<file path="src/sv/lhp_pkg.sv">
// shared constants, datapath command codes and status struct for the latency histogram
package lhp_pkg;

  localparam int unsigned NUM_BUCKETS_DEF = 1024;
  localparam logic [31:0] MAX_LAT_RESET   = 32'd1000000;
  localparam int unsigned BP_SCALE        = 10000;
  localparam logic [31:0] COUNT_LIMIT     = 32'hFFFF_FFFF;

  // numerator and denominator of the interpolation stay below 10000 * 2^32
  localparam int unsigned NUM_W  = 46;
  localparam int unsigned DEN_W  = 46;
  localparam int unsigned HALF_W = 23;
  localparam int unsigned DIV_W  = 78;
  localparam int unsigned Q_W    = 32;

  localparam logic [1:0] OP_RECORD = 2'd0;
  localparam logic [1:0] OP_QUERY  = 2'd1;
  localparam logic [1:0] OP_CLEAR  = 2'd2;

  typedef enum logic [4:0] {
    DP_NOP,
    DP_LOAD,
    DP_CLR_STEP,
    DP_MULT_LAT,
    DP_BKT_LAST,
    DP_DIV_BKT,
    DP_BKT_Q,
    DP_RD_BKT,
    DP_WR_INC,
    DP_TARGET,
    DP_SCAN_RD,
    DP_SCAN_MUL,
    DP_SCAN_HIT,
    DP_SCAN_NEXT,
    DP_RCP_LO,
    DP_RCP_HI,
    DP_SIZE_LATCH,
    DP_REM,
    DP_MUL_START,
    DP_START_LATCH,
    DP_PP_LO,
    DP_PP_HI,
    DP_DIV_Q,
    DP_OUT_VAL,
    DP_OUT_EMPTY,
    DP_OUT_BEYOND
  } dp_cmd_t;

  typedef struct packed {
    logic div_busy;
    logic lat_ge_max;
    logic total_zero;
    logic scan_hit;
    logic idx_last;
  } dp_status_t;

endpackage

</file>
<file path="src/sv/lhp_ctrl.sv">
// controller that sequences record, clear and percentile query requests
module lhp_ctrl import lhp_pkg::*; (
  input  logic       clk,
  input  logic       rst_n,
  input  logic       start,
  input  logic [1:0] in_operation,
  input  dp_status_t status,
  output dp_cmd_t    cmd,
  output logic       busy
);

  typedef enum logic [4:0] {
    S_IDLE,
    S_CLR,
    S_REC_MUL,
    S_REC_DIV,
    S_REC_WAIT,
    S_REC_RD,
    S_REC_WR,
    S_Q_TGT,
    S_Q_RD,
    S_Q_MUL,
    S_Q_CMP,
    S_Q_SLO,
    S_Q_SHI,
    S_Q_SLAT,
    S_Q_REM,
    S_Q_MST,
    S_Q_TLO,
    S_Q_THI,
    S_Q_STL,
    S_Q_PLO,
    S_Q_PHI,
    S_Q_DQ,
    S_Q_DQW
  } state_t;

  state_t state_r, state_nxt;

  always_comb begin
    state_nxt = state_r;
    cmd       = DP_NOP;
    case (state_r)
      S_IDLE: begin
        if (start) begin
          cmd = DP_LOAD;
          case (in_operation)
            OP_RECORD: state_nxt = S_REC_MUL;
            OP_QUERY:  state_nxt = S_Q_TGT;
            OP_CLEAR:  state_nxt = S_CLR;
            default:   state_nxt = S_IDLE;
          endcase
        end
      end
      S_CLR: begin
        cmd = DP_CLR_STEP;
        if (status.idx_last) state_nxt = S_IDLE;
      end
      S_REC_MUL: begin
        cmd       = DP_MULT_LAT;
        state_nxt = S_REC_DIV;
      end
      S_REC_DIV: begin
        if (status.lat_ge_max) begin
          cmd       = DP_BKT_LAST;
          state_nxt = S_REC_RD;
        end else begin
          cmd       = DP_DIV_BKT;
          state_nxt = S_REC_WAIT;
        end
      end
      S_REC_WAIT: begin
        if (!status.div_busy) begin
          cmd       = DP_BKT_Q;
          state_nxt = S_REC_RD;
        end
      end
      S_REC_RD: begin
        cmd       = DP_RD_BKT;
        state_nxt = S_REC_WR;
      end
      S_REC_WR: begin
        cmd       = DP_WR_INC;
        state_nxt = S_IDLE;
      end
      S_Q_TGT: begin
        if (status.total_zero) begin
          cmd       = DP_OUT_EMPTY;
          state_nxt = S_IDLE;
        end else begin
          cmd       = DP_TARGET;
          state_nxt = S_Q_RD;
        end
      end
      S_Q_RD: begin
        cmd       = DP_SCAN_RD;
        state_nxt = S_Q_MUL;
      end
      S_Q_MUL: begin
        cmd       = DP_SCAN_MUL;
        state_nxt = S_Q_CMP;
      end
      S_Q_CMP: begin
        if (status.scan_hit) begin
          cmd       = DP_SCAN_HIT;
          state_nxt = S_Q_SLO;
        end else if (status.idx_last) begin
          cmd       = DP_OUT_BEYOND;
          state_nxt = S_IDLE;
        end else begin
          cmd       = DP_SCAN_NEXT;
          state_nxt = S_Q_RD;
        end
      end
      S_Q_SLO: begin
        cmd       = DP_RCP_LO;
        state_nxt = S_Q_SHI;
      end
      S_Q_SHI: begin
        cmd       = DP_RCP_HI;
        state_nxt = S_Q_SLAT;
      end
      S_Q_SLAT: begin
        cmd       = DP_SIZE_LATCH;
        state_nxt = S_Q_REM;
      end
      S_Q_REM: begin
        cmd       = DP_REM;
        state_nxt = S_Q_MST;
      end
      S_Q_MST: begin
        cmd       = DP_MUL_START;
        state_nxt = S_Q_TLO;
      end
      S_Q_TLO: begin
        cmd       = DP_RCP_LO;
        state_nxt = S_Q_THI;
      end
      S_Q_THI: begin
        cmd       = DP_RCP_HI;
        state_nxt = S_Q_STL;
      end
      S_Q_STL: begin
        cmd       = DP_START_LATCH;
        state_nxt = S_Q_PLO;
      end
      S_Q_PLO: begin
        cmd       = DP_PP_LO;
        state_nxt = S_Q_PHI;
      end
      S_Q_PHI: begin
        cmd       = DP_PP_HI;
        state_nxt = S_Q_DQ;
      end
      S_Q_DQ: begin
        cmd       = DP_DIV_Q;
        state_nxt = S_Q_DQW;
      end
      S_Q_DQW: begin
        if (!status.div_busy) begin
          cmd       = DP_OUT_VAL;
          state_nxt = S_IDLE;
        end
      end
      default: begin
        state_nxt = S_IDLE;
      end
    endcase
  end

  // reset starts with a pass that zeroes the bucket memory
  always_ff @(posedge clk) begin
    if (!rst_n) begin
      state_r <= S_CLR;
    end else begin
      state_r <= state_nxt;
    end
  end

  assign busy = (state_r != S_IDLE);

endmodule

</file>
<file path="config.mk">
export PLATFORM = sky130hd
export DESIGN_NAME = lhp_ctrl
export DESIGN_NICKNAME = d
export VERILOG_FILES = /design/src/sv/lhp_pkg.sv /design/src/sv/lhp_ctrl.sv
export SDC_FILE = /design/constraint.sdc
export NUM_CORES = 1
export LEC_CHECK = 0
export ABC_AREA = 1
export ABC_CLOCK_PERIOD_IN_PS = 1200
export BUFFER_PORTS_ARGS = -buffer_cell sky130_fd_sc_hd__buf_2
export CORE_MARGIN = 4
export CORE_UTILIZATION = 48
export DETAILED_ROUTE_END_ITERATION = 10
export HOLD_SLACK_MARGIN = 0.02
export PLACE_DENSITY = 0.73
export SKIP_LAST_GASP = 1
export SLEW_MARGIN = 20
export SYNTH_ARGS = -nofsm -noshare
export SYNTH_HDL_FRONTEND = slang
export SYNTH_SLANG_ARGS = --single-unit
export TNS_END_PERCENT = 20
</file>
<file path="constraint.sdc">
create_clock -name clk -period 1.2 [get_ports clk]
set_input_delay 0.18 -clock clk [delete_from_list [all_inputs] [get_ports clk]]
set_output_delay 0.18 -clock clk [all_outputs]
set_load 0.02 [all_outputs]
</file>
Word-level counts from Yosys, hierarchy flattened
Index checks and enable logic that the tools add are counted.
- bits of input ports: 10
- register bits: 5
- reduce and logical (&&, ||, !) cells: 6
- eq/ne operators: 28
- multiplexer cells: 18
- operator list (cell ; count):
    $pmux W5 S22 ; 1
    $pmux W5 S21 ; 1
    $eq A5 B4 Y1 const B ; 8
    $mux W5 ; 8
    $eq A5 B5 Y1 const B ; 7
    $eq A5 B3 Y1 const B ; 4
    $mux W4 ; 3
    $eq A5 B2 Y1 const B ; 2
    $pmux W3 S3 ; 1
    $ne A2 B2 Y1 const B ; 4
    $eq A5 B1 Y1 const B ; 1
    $logic_not A5 Y1 ; 1
    $reduce_bool A5 Y1 ; 1
    $reduce_and A4 Y1 ; 1
    $reduce_or A2 Y1 ; 2
    $mux W1 ; 3
    $mux W3 ; 1
    $eq A2 B1 Y1 const B ; 1
    $eq A2 B2 Y1 const B ; 1
    $logic_not A2 Y1 ; 1

Longest topological paths before layout
Gate-level depths: netlist of the first run.
- depth after elaboration: 4
- depth in mapped cells: 10

Least setup slack after synthesis of the first run
OpenSTA, ideal clock, no wires.
- kind: register -> output
- from: register state_r[1]
- to: output cmd[4]
- slack: -216 ps
- arrival: 1236 ps
- data required time: 1020 ps
- buffers on the path: 0
- cell stages (with the launch flop): 8
- path through: dfxtp_1 nor2_2 nand3_1 nand2_1 nor2_2 inv_1 nor2_1 nand4_1
- word-level cells in the longest chain between the ends: 3
- RTL lines (item ; RTL line ; text):
    from (decl) ; lhp_ctrl.sv:38 ; state_t state_r, state_nxt;
    from (signal assigned) ; lhp_ctrl.sv:176 ; state_r <= state_nxt;
    $eq A5 B5 Y1 or $eq A5 B4 Y1 (tied branches) ; lhp_ctrl.sv:43 ; case (state_r)
    $reduce_or A2 Y1 (no source line) ; n/a ;
    $pmux W5 S21 (*) ; lhp_ctrl.sv:43 ;
    to (decl) ; lhp_ctrl.sv:8 ; output dp_cmd_t cmd,
Every way passes the cells marked *; elsewhere a longest branch is shown, timed or not.

Final worst setup path of the first run
- from: register state_r[2]
- to: output cmd[1]
The elaborated chain is that of the path after synthesis.

==> impl_metrics.yaml, run 1 <==
status:
  status: "finished, violations left"
  violations: "negative setup slack"
route:
  drc: 0
  initialDrtViolationCount: 50
  first_pass_iters: 4
  post_drt_wl_per_cell_um: 12.5
  num_vias: 1132
  viasPerCell: 5.39
  ant_nets: 0
  drt-total-wl_mm: 2.63
sta:
  setup_violations: 11
  drv_slew: 0
  tightest_slew_ps: 299
  fmax_mhz: 569
  timing.slew.headroom_pct: 80.0
  rsz0062_at_grt: "true"
  min_period_ps: 1760
  finalCritPeriodShare_pct: 146
  hold_viol_final: 0
  fin_worst_skew_ps: 2.64
  setup_slack_ps: -558
logic_synthesis:
  ys_seq_elements: 5
  synthTopCellsByCount: "32 x nand2_1, 26 x nor2_1, 21 x inv_1"
  ys_warn_count: 0
  synthFlopType: "dfxtp_1"
  synth_top_area_cell: "nand2_1"
  avgSynthCellArea_um2: 5.39
  mappedNetlistNets: 159
  synth_cells: 147
  synth.most_common_cell: "nand2_1"
  synth_area_leaders: "nand2_1 15%, dfxtp_1 13%, nor2_1 12%"
  seq_area_frac_synth_pct: 12.6
  mappedNetlistArea_um2: 792
  synth_cell_types: 23
  async_flop_share_pct: 0
  synth_edf_count: 0
  yosysTopAreaCellShare_pct: 15.2
die:
  num_io_pins: 16
  fp-row-count: 14
  core_mm2: 0.00154
  die_x_um: 48.6
  start_util_pct: 51.4
  dieArea_mm2: 0.00236
  die_y_um: 48.6
global_route:
  grt_pass1_wl_mm: 4.29
  grt_start_max_net_pins: 11
  first_global_vias: 1033
  antenna_found_initial: 0
  grtUsageTotal_pct: 22.6
  overflow: 0
worst_setup_path:
  worstSetupPathType: "reg2out"
  critical_path_arrival_ps: 1580
  end_kind: "primary output"
  crit_fanout: 8
  start_kind: "register"
  crit_required_ps: 1020
pwr:
  total_leakage_power_nw: 0.730
  vdd_drop_max_mv: 0.998
  cellPowerDensity_mw_per_mm2: 686
place:
  io_buffers: 15
  globalplace.congestion: 0.962
  dp_slack_ps: -299
  hpwl_mm: 2.12
finish:
  n_antenna_cell: 0
  post-route-util_pct: 77.8
  nNetsFinal: 207
  largest_register: "state_r"
  area.growth.synth_to_final_pct: 51.5
  drive_gt1_share_pct: 42.3
  largest_reg_flops: 5
  reg_top3: "state_r (5)"
clock_network:
  insertion_delay_ps: 240
  htreeDepth: 1
  clock-root-buffer: "clkbuf_4"
  cts_tree: "built"
  cts.hold.buffers_added: 0
  clock-sinks: 5
  cts_buffers: 3
  clock_path_buffers: 2
  clk_pin_slew_ps: 40
job:
  max_cap_viol_count: 0
worst_hold_path:
  hold_path.class: "in2reg"
==> cell type report <==
class                           count  area [um^2]
Clock buffer                        4         26.3
Tap cell                           16         20.0
Inverter                           25         96.3
Timing Repair Buffer               44          312
Sequential cell                     5          116
Fill cell                         117          342
Multi-Input combinational cell    116          629
==> critical path: stages (launching register included) <==
cell and delay (ps):
dfxtp_4 370, inv_4 40, nor2_4 210, buf_6 140, nand4_1 120, and3_1 180, nand4_1 110, buf_4 160
==> routing by layer <==
| metal | wire length [um] | track usage [%] | share of wire (%) |
|---|---|---|---|
| met3 | 209 | 3.99 | 7.9 |
| met2 | 1280 | 40.4 | 49 |
| met1 | 1060 | 26.1 | 40 |
| met5 | 0 | 0 | 0 |
| met4 | 80 | 8.52 | 3.0 |
==> cells by family (layout without fill, tap and decap cells) <==
family                     Yosys count  count (layout)  share of synthesized area [%]
AOI/OAI and AO/OA                   13              13                           9.48
adders and majority gates            2               2                           3.16
buffers and inverters               26              73                           12.5
DFF                                  5               5                           12.6
and+or+nand+nor                    101             101                           62.2
==> metrics by stage <==
stage / instance area [um^2] / hold WS, ps / cells / TNS (ps) / total power, mW
finish: 1200 / 156 / 210 / -3970 / 0.823
global route: 1200 / 175 / 210 / -5070 / 0.884
CTS: 1170 / 148 / 209 / -3770 / 0.810
detailed placement: 1110 / 405 / 205 / -2340 / 0.595
global placement: 1110 / 405 / 205 / -2250 / 0.586
floorplan: 805 / 278 / 147 / -423 / 0.445
==> worst paths after layout <==
path	startpoint	to	cells after the start	slack [ps]
min reg2reg	state_r[0]$_SDFFE_PN1P_	state_r[1]$_SDFFE_PN0P_	3	650
max reg2reg	state_r[2]$_SDFFE_PN0P_	state_r[2]$_SDFFE_PN0P_	8	-310
min	rst_n	state_r[4]$_SDFFE_PN0P_	3	160
max	state_r[2]$_SDFFE_PN0P_	cmd[1]	7	-560
==> timing repair <==
item,4_1_cts,5_1_grt
setup endpoints to repair,11,11
buffers inserted,0,1
pin swaps,1,0
resized for setup,10,7
==> power breakdown <==
group          internal, mW  leakage, nW  switching [mW]
combinational         0.174        0.671           0.254
clock                 0.126       0.0150          0.0669
sequential            0.179       0.0438          0.0245
==> cell usage in the layout (no fill, tap or decap), drive strengths merged, types with 2 or more instances in the layout <==
master  synthesis  final
nand2          37     37
ha              2      2
o21ai           4      4
nand3          16     16
a21oi           4      4
dfxtp           5      5
inv            25     25
nand4           8      8
nor2           36     36
clkbuf          0      4
buf             1     44
nor3            3      3
(Power assumes the default switching activity.)
==> run 2: changes to the inputs <==
Settings changed: ABC_AREA 1 to default, CAP_MARGIN from default to 20, CORE_UTILIZATION 48 to 50, PLACE_DENSITY 0.73 to 0.74.
==> run 2 against run 1 <==
The flow still finishes with violations (negative setup slack); flip-flop and latch count unchanged; design area grew 14%; count of clock-buffer cells in the layout down 1; clock skew grew 6.1 ps; global-route usage increased by 5.1 points; sequential power down 12%; sequential share of layout area decreased by 1.6 points; power decreased by 28%; combinational power decreased by 50%; maximum frequency down 0.97%; hold slack better by 1.6 ps; largest power group unchanged.
==> impl_metrics.yaml, run 2 <==
status:
  status: "finished, violations left"
  violations: "negative setup slack"
global_route:
  first_global_vias: 1160
  grt_pass1_wl_mm: 5.38
  antenna_found_initial: 0
  grt_start_max_net_pins: 15
  grtUsageTotal_pct: 27.6
  overflow: 0
finish:
  n_antenna_cell: 0
  nNetsFinal: 189
  layout_commonest_cell: "buf_4"
  largest_register: "state_r"
  largest_reg_flops: 5
  final_cell_mix: "45 x buf_4, 13 x buf_2, 7 x inv_1"
  nFillCells: 133
  multi_input_area_um2: 738
  post-route-util_pct: 79.5
  reg_top3: "state_r (5)"
  area.growth.synth_to_final_pct: 50.3
  register_area_um2: 111
  drive_gt1_share_pct: 46.0
clock_network:
  clock-root-buffer: "clkbuf_4"
  insertion_delay_ps: 250
  htreeDepth: 1
  cts.hold.buffers_added: 0
  clock_path_buffers: 2
  cts_tree: "built"
  clk_pin_slew_ps: 50
  cts_buffers: 3
  clock-sinks: 5
job:
  max_cap_viol_count: 0
worst_setup_path:
  reg2reg_depth: 5
  worstSetupPathType: "reg2out"
  crit_fanout: 8
  crit_slowest_cell: "dfxtp_2"
  reg2reg_from: "state_r[2]$_SDFFE_PN0P_"
  critical_path_arrival_ps: 1600
  end_kind: "primary output"
  start_kind: "register"
  crit_required_ps: 1020
  max_stage_delay_ps: 330
  crit_chain: "buf_4 > nor2_2 > o2bb2a_1 > o22ai_1 > a21o_1 > buf_2"
  reg2reg_slack_ps: -460
  reg2reg_to: "state_r[2]$_SDFFE_PN0P_"
  critPathTopFamily: "compound AO/OA/AOI/OAI gates"
  cp_num_buf_inv: 2
pwr:
  cellPowerDensity_mw_per_mm2: 431
  vdd_drop_max_mv: 0.620
  switching_share_pct: 32.3
  internal_power_mw: 0.400
  p_clk_share_pct: 33.6
  p_sw_mw: 0.191
  combPwrFrac_pct: 36.3
  pwr-share-seq_pct: 30.1
  total_leakage_power_nw: 0.605
logic_synthesis:
  avgSynthCellArea_um2: 7.43
  seq_area_frac_synth_pct: 11.0
  ys_warn_count: 0
  mappedNetlistArea_um2: 913
  ys_seq_elements: 5
  mappedNetlistNets: 135
  synth_cells: 123
  yosysTopAreaCellShare_pct: 11.0
  synth_top_area_cell: "dfxtp_1"
  async_flop_share_pct: 0
  synthFlopType: "dfxtp_1"
  synth_area_leaders: "dfxtp_1 11%, buf_4 4.9%, nand2b_1 4.1%"
  synthTopCellsByCount: "7 x a21oi_1, 7 x inv_1"
  synth_edf_count: 0
  synth_cell_types: 56
die:
  fp-row-count: 15
  start_util_pct: 52.9
  die_x_um: 50.7
  num_io_pins: 16
  die_y_um: 50.7
  dieArea_mm2: 0.00257
  core_mm2: 0.00173
sta:
  hold_viol_final: 0
  hold_ws_ps: 158
  timing.slew.headroom_pct: 72.3
  drv_slew: 0
  finalCritPeriodShare_pct: 148
  rsz0062_at_grt: "true"
  setup_violations: 11
  min_period_ps: 1780
  fmax_mhz: 563
  tightest_slew_ps: 416
  fin_worst_skew_ps: 8.72
  setup_slack_ps: -575
route:
  viasPerCell: 5.88
  drt-total-wl_mm: 3.18
  post_drt_wl_per_cell_um: 15.8
  first_pass_iters: 4
  drc: 0
  ant_nets: 0
  initialDrtViolationCount: 43
  num_vias: 1181
place:
  hpwl_mm: 2.45
  io_buffers: 15
  globalplace.congestion: 0.973
  dp_slack_ps: -508
worst_hold_path:
  min_from: "rst_n"
  holdPathEnd: "state_r[0]$_SDFFE_PN1P_"
  hold_path.class: "in2reg"
  whs_path_depth: 2
[run 2: how the worst max path moves through the flow]
stage,start,endpoint,slack (ps),cells past startpoint
floorplan,state_r[1]$_SDFFE_PN0P_,state_r[2]$_SDFFE_PN0P_,-230,4
global placement,state_r[0]$_SDFFE_PN1P_,state_r[1]$_SDFFE_PN0P_,-430,4
detailed placement,state_r[0]$_SDFFE_PN1P_,state_r[1]$_SDFFE_PN0P_,-510,5
CTS,state_r[2]$_SDFFE_PN0P_,cmd[0],-560,6
global route,state_r[2]$_SDFFE_PN0P_,cmd[4],-680,6
finish,state_r[2]$_SDFFE_PN0P_,cmd[4],-580,6
[run 2: power groups by stage]
stage          Clock [mW]  Sequential (mW)  Combinational, mW
6_report            0.198            0.178              0.215
5_1_grt             0.218            0.179              0.233
4_1_cts             0.202            0.178              0.211
3_5_place_dp            0            0.183              0.204
3_3_place_gp            0            0.182              0.198
2_1_floorplan           0            0.175              0.112
[run 2: area by class of cell]
| type | instances | area share [%] |
|---|---|---|
| Multi-Input combinational cell | 99 | 53.8 |
| Timing Repair Buffer | 60 | 31.6 |
| Sequential cell | 5 | 8.11 |
| Tap cell | 25 | 2.28 |
| Inverter | 8 | 2.19 |
| Clock buffer | 3 | 1.64 |
| Clock inverter | 1 | 0.365 |
[run 2: metal layers]
layer	vias up	track usage, %	routed length [um]
li1	571	-	-
met1	529	34.2	1300
met3	18	3.86	198
met4	0	17.5	150
met5	-	0	0
met2	63	44.3	1530
[run 2: timing repair]
item	4_1_cts	5_1_grt
gates resized for setup	14	1
buffers inserted	1	0
endpoints found under the setup margin	11	11
[run 2: kinds of logic after synthesis]
group,after synthesis,share of synthesized area [%]
DFF,5,11.0
and+or+nand+nor,48,32.6
AOI/OAI and AO/OA,46,40.0
adders and majority gates,2,2.74
xor gates and xnor gates,3,2.88
buffers and inverters,19,10.8
[run 2: stage by stage]
stage                     area (um^2)  setup TNS [ps]  std cells  total power [mW]
final                            1370           -5000        201             0.591
after global routing             1370           -5960        201             0.630
after CTS                        1370           -4870        201             0.592
after detailed placement         1300           -4470        196             0.388
after global placement           1300           -3890        196             0.380
after floorplan                   945           -1650        123             0.287
==> run 3: changes to the inputs <==
Settings changed: CELL_PAD_IN_SITES_DETAIL_PLACEMENT from default to 1, CELL_PAD_IN_SITES_GLOBAL_PLACEMENT from default to 1, CORE_UTILIZATION 50 to 36.
==> run 3 against run 2 <==
The run still ends with negative setup slack left; maximum frequency fell by 6.5%; via count rose by 7.6%; clock skew fell by 7.5 ps; setup slack got worse by 120 ps; first-iteration DRC count did not move; sequential share of layout area fell by 0.084 points; critical path type unchanged; largest cell class unchanged; largest power group is now clock.
==> impl_metrics.yaml, run 3 (synthesis gave the netlist of run 2 again) <==
status:
  status: "finished, violations left"
  violations: "negative setup slack"
sta:
  rsz0062_at_grt: "true"
  setup_violations: 11
  timing.slew.headroom_pct: 68.7
  min_period_ps: 1900
  hold_viol_final: 0
  drv_slew: 0
  setup_slack_ps: -699
  tightest_slew_ps: 463
  fin_worst_skew_ps: 1.17
  fmax_mhz: 527
  finalCritPeriodShare_pct: 158
route:
  initialDrtViolationCount: 43
  ant_nets: 0
  num_vias: 1271
  post_drt_wl_per_cell_um: 21.1
  drt-total-wl_mm: 4.31
  viasPerCell: 6.23
  first_pass_iters: 4
  drc: 0
worst_setup_path:
  worstSetupPathType: "reg2out"
  start_kind: "register"
  end_kind: "primary output"
  reg2reg_depth: 5
  crit_fanout: 11
  reg2reg_to: "state_r[2]$_SDFFE_PN0P_"
  critical_path_arrival_ps: 1720
  crit_required_ps: 1020
  cp-startpoint: "state_r[2]$_SDFFE_PN0P_"
  endpoint: "cmd[4]"
  reg2reg_from: "state_r[1]$_SDFFE_PN0P_"
  reg2reg_slack_ps: -540
finish:
  multi_input_area_um2: 742
  largest_reg_flops: 5
  n_antenna_cell: 0
  fin_cells: 204
  nNetsFinal: 189
  layout_commonest_cell: "buf_4"
  area.growth.synth_to_final_pct: 50.1
  largest_register: "state_r"
  reg_top3: "state_r (5)"
  register_area_um2: 110
  nFillCells: 306
  final_cell_mix: "45 x buf_4, 14 x buf_2, 7 x inv_1"
  drive_gt1_share_pct: 44.9
pwr:
  cellPowerDensity_mw_per_mm2: 466
  finalPower_mw: 0.639
  vdd_drop_max_mv: 0.409
  total_leakage_power_nw: 0.605
die:
  die_y_um: 58.4
  die_x_um: 58.4
  fp-row-count: 17
  core_mm2: 0.00232
  start_util_pct: 39.4
  dieArea_mm2: 0.00341
  num_io_pins: 16
clock_network:
  clock_path_buffers: 2
  cts_buffers: 3
  cts_tree: "built"
  clock-root-buffer: "clkbuf_4"
  htreeDepth: 1
  cts.hold.buffers_added: 0
  insertion_delay_ps: 270
  clk_pin_slew_ps: 60
  clock-sinks: 5
place:
  dp_slack_ps: -608
  globalplace.congestion: 0.902
  dp.cells: 197
  io_buffers: 15
  hpwl_mm: 2.95
global_route:
  grtUsageTotal_pct: 27.1
  antenna_found_initial: 0
  grt_start_max_net_pins: 18
  overflow: 0
  grt_pass1_wl_mm: 6.99
  first_global_vias: 1371
job:
  max_cap_viol_count: 0
worst_hold_path:
  hold_path.class: "in2reg"
==> run 3: changes by cell type in the layout (fill, tap and decap cells not counted), sizes merged <==
cell and change:
clkbuf +1, clkinv -1
==> run 3: worst min path at each step <==
stage,from,endpoint,cells after the start
4_1_cts,rst_n,state_r[0]$_SDFFE_PN1P_,2
5_1_grt,rst_n,state_r[0]$_SDFFE_PN1P_,2
3_3_place_gp,rst_n,state_r[0]$_SDFFE_PN1P_,2
3_5_place_dp,rst_n,state_r[0]$_SDFFE_PN1P_,2
6_report,rst_n,state_r[0]$_SDFFE_PN1P_,2
2_1_floorplan,rst_n,state_r[0]$_SDFFE_PN1P_,1
==> run 3: layout make-up <==
cell class	count	share of cell area [%]
Tap cell	28	2.55
Multi-Input combinational cell	99	54.1
Sequential cell	5	8.03
Timing Repair Buffer	60	31.2
Clock buffer	4	1.92
Inverter	8	2.19
==> run 3: stage by stage <==
step / hold WS, ps / setup TNS [ps] / util [%] / area [um^2]
global placement: 405 / -4450 / 55.6 / 1290
detailed placement: 413 / -5440 / 55.6 / 1290
global route: 165 / -6440 / 59.1 / 1370
CTS: 158 / -4990 / 58.6 / 1360
floorplan: 257 / -1650 / - / 945
finish: 145 / -5880 / 59.1 / 1370
==> run 3: worst max-delay path: stages (launching register included) <==
cell	delay, ps
dfxtp_4	390
buf_4	170
nor2_2	150
o2bb2a_1	260
o22ai_2	170
a21o_1	140
buf_2	170
==> run 3: repair_timing <==
action | in CTS | in global routing
setup endpoints to repair | 11 | 11
hold endpoints to repair | 0 | 0
buffers inserted | 2 | 1
pin swaps | 1 | 0
resized for setup | 11 | 1
==> run 3: power by group <==
group          internal, mW  switching (mW)
Clock                 0.129           0.114
Combinational         0.108           0.111
Sequential            0.166          0.0112
Total                 0.402           0.237
==> run 3: metal layers <==
metal / wire length [um] / track usage [%] / vias to the layer above
li1: - / - / 571
met1: 1740 / 32.1 / 625
met2: 2160 / 47.2 / 48
met3: 175 / 3.73 / 27
met4: 233 / 13.6 / 0
met5: 0 / 0 / -
